===== src/sbb_pkg.sv =====
// ----------------------------------------------------------------------------
// sbb_pkg
// Shared widths, register codes and types of the separable binomial blur.
// ----------------------------------------------------------------------------
`default_nettype none

package sbb_pkg;

	localparam int PIX_W        = 8;
	localparam int SUM_W        = 12;
	localparam int ACC_W        = 17;
	localparam int MAX_CHANNELS = 4;
	localparam int WIN_DEPTH    = 4 * MAX_CHANNELS;
	localparam int WIN_IDX_W    = $clog2(WIN_DEPTH);
	localparam int FILL_W       = $clog2(WIN_DEPTH + 1);
	localparam int CFG_CH_W     = 3;
	localparam int ECH_W        = $clog2(MAX_CHANNELS + 1);
	localparam int APB_DW       = 32;
	localparam int APB_AW       = 3;

	localparam logic REG_MODE = 1'b0;
	localparam logic REG_CHAN = 1'b1;

	typedef logic [PIX_W-1:0] pix_t;
	typedef logic [SUM_W-1:0] sum_t;
	typedef logic [ECH_W-1:0] chan_t;

	typedef struct packed {
		logic [FILL_W-1:0] fill;
		sum_t              tap1;
		sum_t              tap2;
		sum_t              tap3;
		sum_t              tap4;
	} win_view_t;

endpackage

`default_nettype wire


===== src/sbb_col_sum.sv =====
// ----------------------------------------------------------------------------
// sbb_col_sum
// Vertical pass: weighted sum of one column of five elements, or of the middle three in 3-tap mode.
// ----------------------------------------------------------------------------
`default_nettype none

module sbb_col_sum (
	input  wire logic          five_tap,
	input  wire sbb_pkg::pix_t p0,
	input  wire sbb_pkg::pix_t p1,
	input  wire sbb_pkg::pix_t p2,
	input  wire sbb_pkg::pix_t p3,
	input  wire sbb_pkg::pix_t p4,
	output sbb_pkg::sum_t      sum
);

	sbb_pkg::sum_t e0, e1, e2, e3, e4;

	assign e0 = sbb_pkg::SUM_W'(p0);
	assign e1 = sbb_pkg::SUM_W'(p1);
	assign e2 = sbb_pkg::SUM_W'(p2);
	assign e3 = sbb_pkg::SUM_W'(p3);
	assign e4 = sbb_pkg::SUM_W'(p4);

	always_comb begin
		if (five_tap) begin
			sum = e0 + e4 + ((e1 + e3) << 2) + (e2 << 2) + (e2 << 1);
		end else begin
			sum = e1 + (e2 << 1) + e3;
		end
	end

endmodule

`default_nettype wire


===== src/sbb_window.sv =====
// ----------------------------------------------------------------------------
// sbb_window
// Shift line of past column sums with fill count and channel-spaced taps.
// ----------------------------------------------------------------------------
`default_nettype none

module sbb_window (
	input  wire logic                clk,
	input  wire logic                arst_n,
	input  wire logic                advance,
	input  wire logic                row_start,
	input  wire sbb_pkg::sum_t       sum,
	input  wire sbb_pkg::chan_t      chan,
	output sbb_pkg::win_view_t       view
);

	sbb_pkg::sum_t                   win_q [sbb_pkg::WIN_DEPTH];
	logic [sbb_pkg::FILL_W-1:0]      fill_q;
	logic [sbb_pkg::FILL_W-1:0]      fill_base;

	assign fill_base = row_start ? '0 : fill_q;

	always_ff @(posedge clk) begin
		if (advance) begin
			win_q[0] <= sum;
			for (int i = 1; i < sbb_pkg::WIN_DEPTH; i++) begin
				win_q[i] <= row_start ? '0 : win_q[i-1];
			end
		end
	end

	always_ff @(posedge clk or negedge arst_n) begin
		if (!arst_n) begin
			fill_q <= '0;
		end else if (advance) begin
			if (int'(fill_base) < sbb_pkg::WIN_DEPTH) begin
				fill_q <= fill_base + 1'b1;
			end else begin
				fill_q <= fill_base;
			end
		end
	end

	always_comb begin
		view.fill = fill_base;
		view.tap1 = '0;
		view.tap2 = '0;
		view.tap3 = '0;
		view.tap4 = '0;
		for (int i = 1; i <= sbb_pkg::MAX_CHANNELS; i++) begin
			if (int'(chan) == i) begin
				view.tap1 = win_q[sbb_pkg::WIN_IDX_W'(i - 1)];
				view.tap2 = win_q[sbb_pkg::WIN_IDX_W'(2 * i - 1)];
				view.tap3 = win_q[sbb_pkg::WIN_IDX_W'(3 * i - 1)];
				view.tap4 = win_q[sbb_pkg::WIN_IDX_W'(4 * i - 1)];
			end
		end
	end

endmodule

`default_nettype wire


===== src/sbb_hpass.sv =====
// ----------------------------------------------------------------------------
// sbb_hpass
// Horizontal pass: weights the taps, rounds, saturates and flags a full window.
// ----------------------------------------------------------------------------
`default_nettype none

module sbb_hpass (
	input  wire logic               five_tap,
	input  wire sbb_pkg::chan_t     chan,
	input  wire sbb_pkg::sum_t      sum,
	input  wire sbb_pkg::win_view_t view,
	output logic                    full,
	output sbb_pkg::pix_t           value
);

	logic [sbb_pkg::ACC_W-1:0] s0, s1, s2, s3, s4;
	logic [sbb_pkg::ACC_W-1:0] acc;
	logic [sbb_pkg::ACC_W-1:0] scaled;

	assign s0 = sbb_pkg::ACC_W'(sum);
	assign s1 = sbb_pkg::ACC_W'(view.tap1);
	assign s2 = sbb_pkg::ACC_W'(view.tap2);
	assign s3 = sbb_pkg::ACC_W'(view.tap3);
	assign s4 = sbb_pkg::ACC_W'(view.tap4);

	always_comb begin
		if (five_tap) begin
			full   = int'(view.fill) >= 4 * int'(chan);
			acc    = s0 + ((s1 + s3) << 2) + (s2 << 2) + (s2 << 1) + s4
				+ sbb_pkg::ACC_W'(128);
			scaled = acc >> 8;
		end else begin
			full   = int'(view.fill) >= 2 * int'(chan);
			acc    = s0 + (s1 << 1) + s2 + sbb_pkg::ACC_W'(8);
			scaled = acc >> 4;
		end
		if (scaled > sbb_pkg::ACC_W'(255)) begin
			value = '1;
		end else begin
			value = scaled[sbb_pkg::PIX_W-1:0];
		end
	end

endmodule

`default_nettype wire


===== src/separable_binomial_blur.sv =====
// ----------------------------------------------------------------------------
// separable_binomial_blur
// Streaming 3x3 / 5x5 binomial blur of interleaved 8-bit pixel columns.
// ----------------------------------------------------------------------------
// Takes one border-padded column of five elements per clock and returns one
// blurred element per column once the horizontal window is full (2*c columns
// after a row start in 3-tap mode, 4*c in 5-tap mode, c = channel count
// clamped to 1..4). Throughput is one column per cycle unless a stalled
// result holds the input register, so at most two requests are in flight. A
// request passes through the input register and then the result register
// around the vertical and horizontal passes. Write the mode and channel
// registers only while the block is idle.
`default_nettype none

module separable_binomial_blur (
	input  wire logic                        clk,
	input  wire logic                        arst_n,
	input  wire logic                        psel,
	input  wire logic                        penable,
	input  wire logic                        pwrite,
	input  wire logic [sbb_pkg::APB_AW-1:0]  paddr,
	input  wire logic [sbb_pkg::APB_DW-1:0]  pwdata,
	output logic      [sbb_pkg::APB_DW-1:0]  prdata,
	output logic                             pready,
	input  wire logic                        in_valid,
	output logic                             in_ready,
	input  wire sbb_pkg::pix_t               pix_row0,
	input  wire sbb_pkg::pix_t               pix_row1,
	input  wire sbb_pkg::pix_t               pix_row2,
	input  wire sbb_pkg::pix_t               pix_row3,
	input  wire sbb_pkg::pix_t               pix_row4,
	input  wire logic                        row_start,
	output logic                             out_valid,
	input  wire logic                        out_ready,
	output sbb_pkg::pix_t                    blurred_value
);

	logic                           mode_q;
	logic [sbb_pkg::CFG_CH_W-1:0]   chan_q;
	sbb_pkg::chan_t                 chan_eff;

	logic                           valid_s1;
	sbb_pkg::pix_t                  p0_s1, p1_s1, p2_s1, p3_s1, p4_s1;
	logic                           start_s1;

	sbb_pkg::sum_t                  col_sum;
	sbb_pkg::win_view_t             view;
	logic                           full;
	sbb_pkg::pix_t                  value;
	logic                           produce;
	logic                           advance;

	logic                           out_valid_q;
	sbb_pkg::pix_t                  value_q;

	// configuration registers
	assign pready = 1'b1;

	always_ff @(posedge clk or negedge arst_n) begin
		if (!arst_n) begin
			mode_q <= 1'b0;
			chan_q <= sbb_pkg::CFG_CH_W'(1);
		end else if (psel && penable && pwrite) begin
			unique case (paddr[sbb_pkg::APB_AW-1])
				sbb_pkg::REG_MODE: mode_q <= pwdata[0];
				sbb_pkg::REG_CHAN: chan_q <= pwdata[sbb_pkg::CFG_CH_W-1:0];
				default:           mode_q <= mode_q;
			endcase
		end
	end

	always_comb begin
		prdata = '0;
		unique case (paddr[sbb_pkg::APB_AW-1])
			sbb_pkg::REG_MODE: prdata[0] = mode_q;
			sbb_pkg::REG_CHAN: prdata[sbb_pkg::CFG_CH_W-1:0] = chan_q;
			default:           prdata = '0;
		endcase
	end

	always_comb begin
		if (int'(chan_q) < 1) begin
			chan_eff = sbb_pkg::ECH_W'(1);
		end else if (int'(chan_q) > sbb_pkg::MAX_CHANNELS) begin
			chan_eff = sbb_pkg::ECH_W'(sbb_pkg::MAX_CHANNELS);
		end else begin
			chan_eff = sbb_pkg::ECH_W'(chan_q);
		end
	end

	// input register
	assign produce  = valid_s1 && full;
	assign advance  = valid_s1 && (!produce || !out_valid_q || out_ready);
	assign in_ready = !valid_s1 || advance;

	always_ff @(posedge clk or negedge arst_n) begin
		if (!arst_n) begin
			valid_s1 <= 1'b0;
		end else if (in_valid && in_ready) begin
			valid_s1 <= 1'b1;
		end else if (advance) begin
			valid_s1 <= 1'b0;
		end
	end

	always_ff @(posedge clk) begin
		if (in_valid && in_ready) begin
			p0_s1    <= pix_row0;
			p1_s1    <= pix_row1;
			p2_s1    <= pix_row2;
			p3_s1    <= pix_row3;
			p4_s1    <= pix_row4;
			start_s1 <= row_start;
		end
	end

	sbb_col_sum u_col_sum (
		.five_tap (mode_q),
		.p0       (p0_s1),
		.p1       (p1_s1),
		.p2       (p2_s1),
		.p3       (p3_s1),
		.p4       (p4_s1),
		.sum      (col_sum)
	);

	sbb_window u_window (
		.clk       (clk),
		.arst_n    (arst_n),
		.advance   (advance),
		.row_start (start_s1),
		.sum       (col_sum),
		.chan      (chan_eff),
		.view      (view)
	);

	sbb_hpass u_hpass (
		.five_tap (mode_q),
		.chan     (chan_eff),
		.sum      (col_sum),
		.view     (view),
		.full     (full),
		.value    (value)
	);

	// result register
	always_ff @(posedge clk or negedge arst_n) begin
		if (!arst_n) begin
			out_valid_q <= 1'b0;
		end else if (advance && produce) begin
			out_valid_q <= 1'b1;
		end else if (out_ready) begin
			out_valid_q <= 1'b0;
		end
	end

	always_ff @(posedge clk) begin
		if (advance && produce) begin
			value_q <= value;
		end
	end

	assign out_valid     = out_valid_q;
	assign blurred_value = value_q;

endmodule

`default_nettype wire


===== config.mk =====
export PLATFORM = sky130hd
export DESIGN_NAME = separable_binomial_blur
export DESIGN_NICKNAME = d
export VERILOG_FILES = /design/src/sbb_pkg.sv /design/src/sbb_col_sum.sv /design/src/sbb_window.sv /design/src/sbb_hpass.sv /design/src/separable_binomial_blur.sv
export SDC_FILE = /design/constraint.sdc
export NUM_CORES = 1
export LEC_CHECK = 0
export CAP_MARGIN = 0
export CORE_MARGIN = 2
export CORE_UTILIZATION = 60
export CTS_BUF_LIST = sky130_fd_sc_hd__clkbuf_2 sky130_fd_sc_hd__clkbuf_4 sky130_fd_sc_hd__clkbuf_8
export DETAILED_ROUTE_END_ITERATION = 12
export DONT_BUFFER_PORTS = 1
export PLACE_DENSITY = 0.79
export SLEW_MARGIN = 20
export SYNTH_ARGS = -nofsm -noshare
export SYNTH_HDL_FRONTEND = slang
export SYNTH_SLANG_ARGS = --single-unit

===== constraint.sdc =====
create_clock -name clk -period 6.75 [get_ports clk]
set_input_delay 0.675 -clock clk [delete_from_list [all_inputs] [get_ports clk]]
set_output_delay 0.675 -clock clk [all_outputs]
set_load 0.005 [all_outputs]

==> impl_metrics.toml <==
[critical_path]
slowest_delay_ns = 0.50
critPathKind = "reg2reg"
rrSetupSlack_ns = -0.76
required_ns = 7.02
rr_endpoint = "blurred_value[7]$_SDFFCE_PN1P_"
crit_slowest_cell = "or4_4"
rr_startpoint = "p4_s1[0]$_DFFE_PP_"
critPathMaxFanout = 8
r2r_cells = 32
worstSetupEndpointType = "register"
cp.arrival_ns = 7.77
cp-start-kind = "register"

[routing]
wl_per_cell_um = 17.47
num_vias = 10780
wl_mm = 33.48
drtPass1Iterations = 5
viasPerCell = 5.627
route.detailed.drc = 0
antenna_left = 0
first_iter_violations = 762

[logic_synthesis]
netlist_instances = 1441
synthMuxAreaShare_pct = 3.567
synth_most_common_cell = "edfxtp_1"
ys.warnings.count = 0
synth_top_family_by_area = "adder cells"
synth_adder_area_share_pct = 16.10
yosys.area_share.simple_pct = 14.04
synthTopCellsByCount = "edfxtp_1, nor2b_1, ha_1"
ys_types = 67
synth-compound-area-share_pct = 10.81
synthDominantAreaCellType = "edfxtp_1"
synth_area_leaders = "edfxtp_1, ha_1, nor2b_1"
synth-xor-area-share_pct = 3.264
ys_async_sr_fraction_pct = 4.365
ys_ff_latch = 252
synth-edff-count = 241
synthesis.area_um2 = 16100
syn_avg_cell_area_um2 = 11.17
yosysTopAreaCellShare_pct = 44.95
ys.flop_type = "edfxtp_1"
ys_seq_area_share_pct = 46.67

[sta]
max_clock_freq_mhz = 133.2
min_period_ns = 7.508
clock_skew_ns = 0.02654
slew-limit-headroom_pct = 40.58
slew_viol_final = 0
tightest_slew_ns = 0.8913
worst_slack_ns = -0.7578
hold_slack_ns = 0.2112
hold_viol = 0
rsz0062_at_grt = "yes"
period_share_pct = 111.2
setup_viol = 8

[clock_network]
root_buffer = "clkbuf_8"
clockBufferDepth = 3
cts.sinks = 252
h-tree-depth = 2
clk_pin_slew_ns = 0.06
cts_buffers = 43
tritoncts = "yes"
clock_latency_ns = 0.57

[layout]
layout-drive-gt1-share_pct = 16.45
num-nets-final = 1807
diodes = 0
final_core_util_pct = 69.62
area_delta_synth_final_pct = 13.33
instances_no_fill = 1916
fill_cells = 1887

[global_routing]
grt_max_degree = 192
overflow = 0
grt_util_all_layers_pct = 23.56
antenna_found_initial = 0
grt_pass1_wl_mm = 52.95
grt_pass1_vias = 10660

[outcome]
violations = "negative setup slack"
status = "finished with violations"

[hold_path]
worstHoldStart = "pix_row2[5]"
holdPathEnd = "p2_s1[5]$_DFFE_PP_"
hp-class = "in2reg"
min_path_cells = 0

[floorplanning]
start_util_pct = 61.43
rows = 59
chipWidth_um = 167.8
io_pins = 126
coreArea_um2 = 26210
die_h_um = 167.8
dieArea_um2 = 28160

[place]
place_inst = 1823
dp_slack_ns = -0.9899
place_congestion = 0.8968
hpwlAfterDp_mm = 23.76
portBuffers = 0

[run]
max-cap-violations = 0
state kept, by name, summed over array words and instances (netlist names):
signal and cells:
out_valid 1, valid_s1 1, u_window.fill_q 5, start_s1 1, u_window.win_q 192, p0_s1 8, p2_s1 8, p3_s1 8
chan_q 3, mode_q 1, p4_s1 8, p1_s1 8, blurred_value 8
per-layer routing:
| layer | routed length (um) | vias up | GRT usage [%] |
|---|---|---|---|
| met1 | 14940 | 5228 | 31.51 |
| met4 | 895 | 0 | 8.129 |
| met3 | 1432 | 68 | 3.456 |
| met2 | 16200 | 281 | 39.67 |
| li1 | - | 5204 | - |
| met5 | 0 | - | 0 |
how the worst max path moves through the flow:
stage          cells past startpoint                              to               start  slack (ns)
3_3_place_gp                      33  blurred_value[7]$_SDFFCE_PN1P_  p0_s1[0]$_DFFE_PP_       -0.71
4_1_cts                           33  blurred_value[7]$_SDFFCE_PN1P_  p4_s1[0]$_DFFE_PP_       -0.73
2_1_floorplan                     34  blurred_value[7]$_SDFFCE_PN1P_  p4_s1[1]$_DFFE_PP_       -0.36
5_1_grt                           35  blurred_value[7]$_SDFFCE_PN1P_  p4_s1[0]$_DFFE_PP_       -1.11
3_5_place_dp                      31  blurred_value[7]$_SDFFCE_PN1P_  p1_s1[0]$_DFFE_PP_       -0.99
6_report                          32  blurred_value[7]$_SDFFCE_PN1P_  p4_s1[0]$_DFFE_PP_       -0.76
critical path, delay by kind of cell, from the launching register on:
| family | cells | cell delay [ns] |
|---|---|---|
| DFF | 1 | 0.33 |
| muxes | 1 | 0.28 |
| adders and majority gates | 8 | 2.53 |
| buffers and inverters | 4 | 0.35 |
| AOI/OAI and AO/OA | 12 | 2.25 |
| xor gates and xnor gates | 3 | 0.52 |
| and+or+nand+nor | 4 | 0.93 |
cell type report:
type | instances | area, um2 | area share (%)
Clock buffer | 56 | 689.4 | 3.779
Clock inverter | 22 | 136.4 | 0.7475
Inverter | 117 | 439.2 | 2.407
Multi-Input combinational cell | 1015 | 8104 | 44.42
Sequential cell | 252 | 7516 | 41.19
Tap cell | 335 | 419.2 | 2.297
Timing Repair Buffer | 119 | 940.9 | 5.157
per-stage QoR:
step / TNS [ns] / instance area [um2]
final: -5.773 / 18250
after global routing: -8.588 / 18250
after CTS: -5.635 / 18110
after detailed placement: -7.344 / 17100
after global placement: -5.365 / 17100
after floorplan: -2.499 / 16300
cells by family (layout without fill, tap and decap cells):
logic type	after synthesis	after routing
adders and majority gates	176	176
muxes	56	56
AOI/OAI and AO/OA	275	275
other	2	30
buffers and inverters	202	314
xor gates and xnor gates	60	60
and+or+nand+nor	418	418
DFF	252	252
layout by cell type, fill, tap and decap left out, types with 6 or more instances in the layout:
master	synthesis	routed
a211oi_1	15	14
a21o_1	24	24
a21oi_1	53	44
a21oi_2	0	8
and2_1	7	6
and3_1	7	7
buf_4	31	113
clkbuf_4	0	13
clkbuf_8	0	43
clkinv_1	0	11
clkinv_2	0	7
conb_1	2	30
dfrtp_1	10	8
edfxtp_1	241	241
fa_1	52	49
ha_1	124	117
inv_1	117	114
mux2_2	7	6
mux2i_1	48	48
nand2_1	98	98
nand2b_1	13	13
nand3_1	16	13
nand4_1	7	7
nor2_1	39	36
nor2b_1	200	198
nor3_1	12	12
o21a_1	13	13
o21ai_0	103	97
o21bai_1	11	10
xnor2_1	46	44
xor2_1	14	13
timing repair:
| item | CTS | global route |
|---|---|---|
| setup endpoints to repair | 8 | 8 |
| setup buffers | 9 | 4 |
| endpoints found under the hold margin | 11 | 0 |
| pin swaps | 36 | 26 |
| gates resized for setup | 29 | 13 |
| gates cloned | 0 | 0 |
| hold buffers | 1 | 0 |
Power is left out: the tool's default activity adds up to more than one toggle a clock period on the data nets, which glitch-free logic cannot reach.
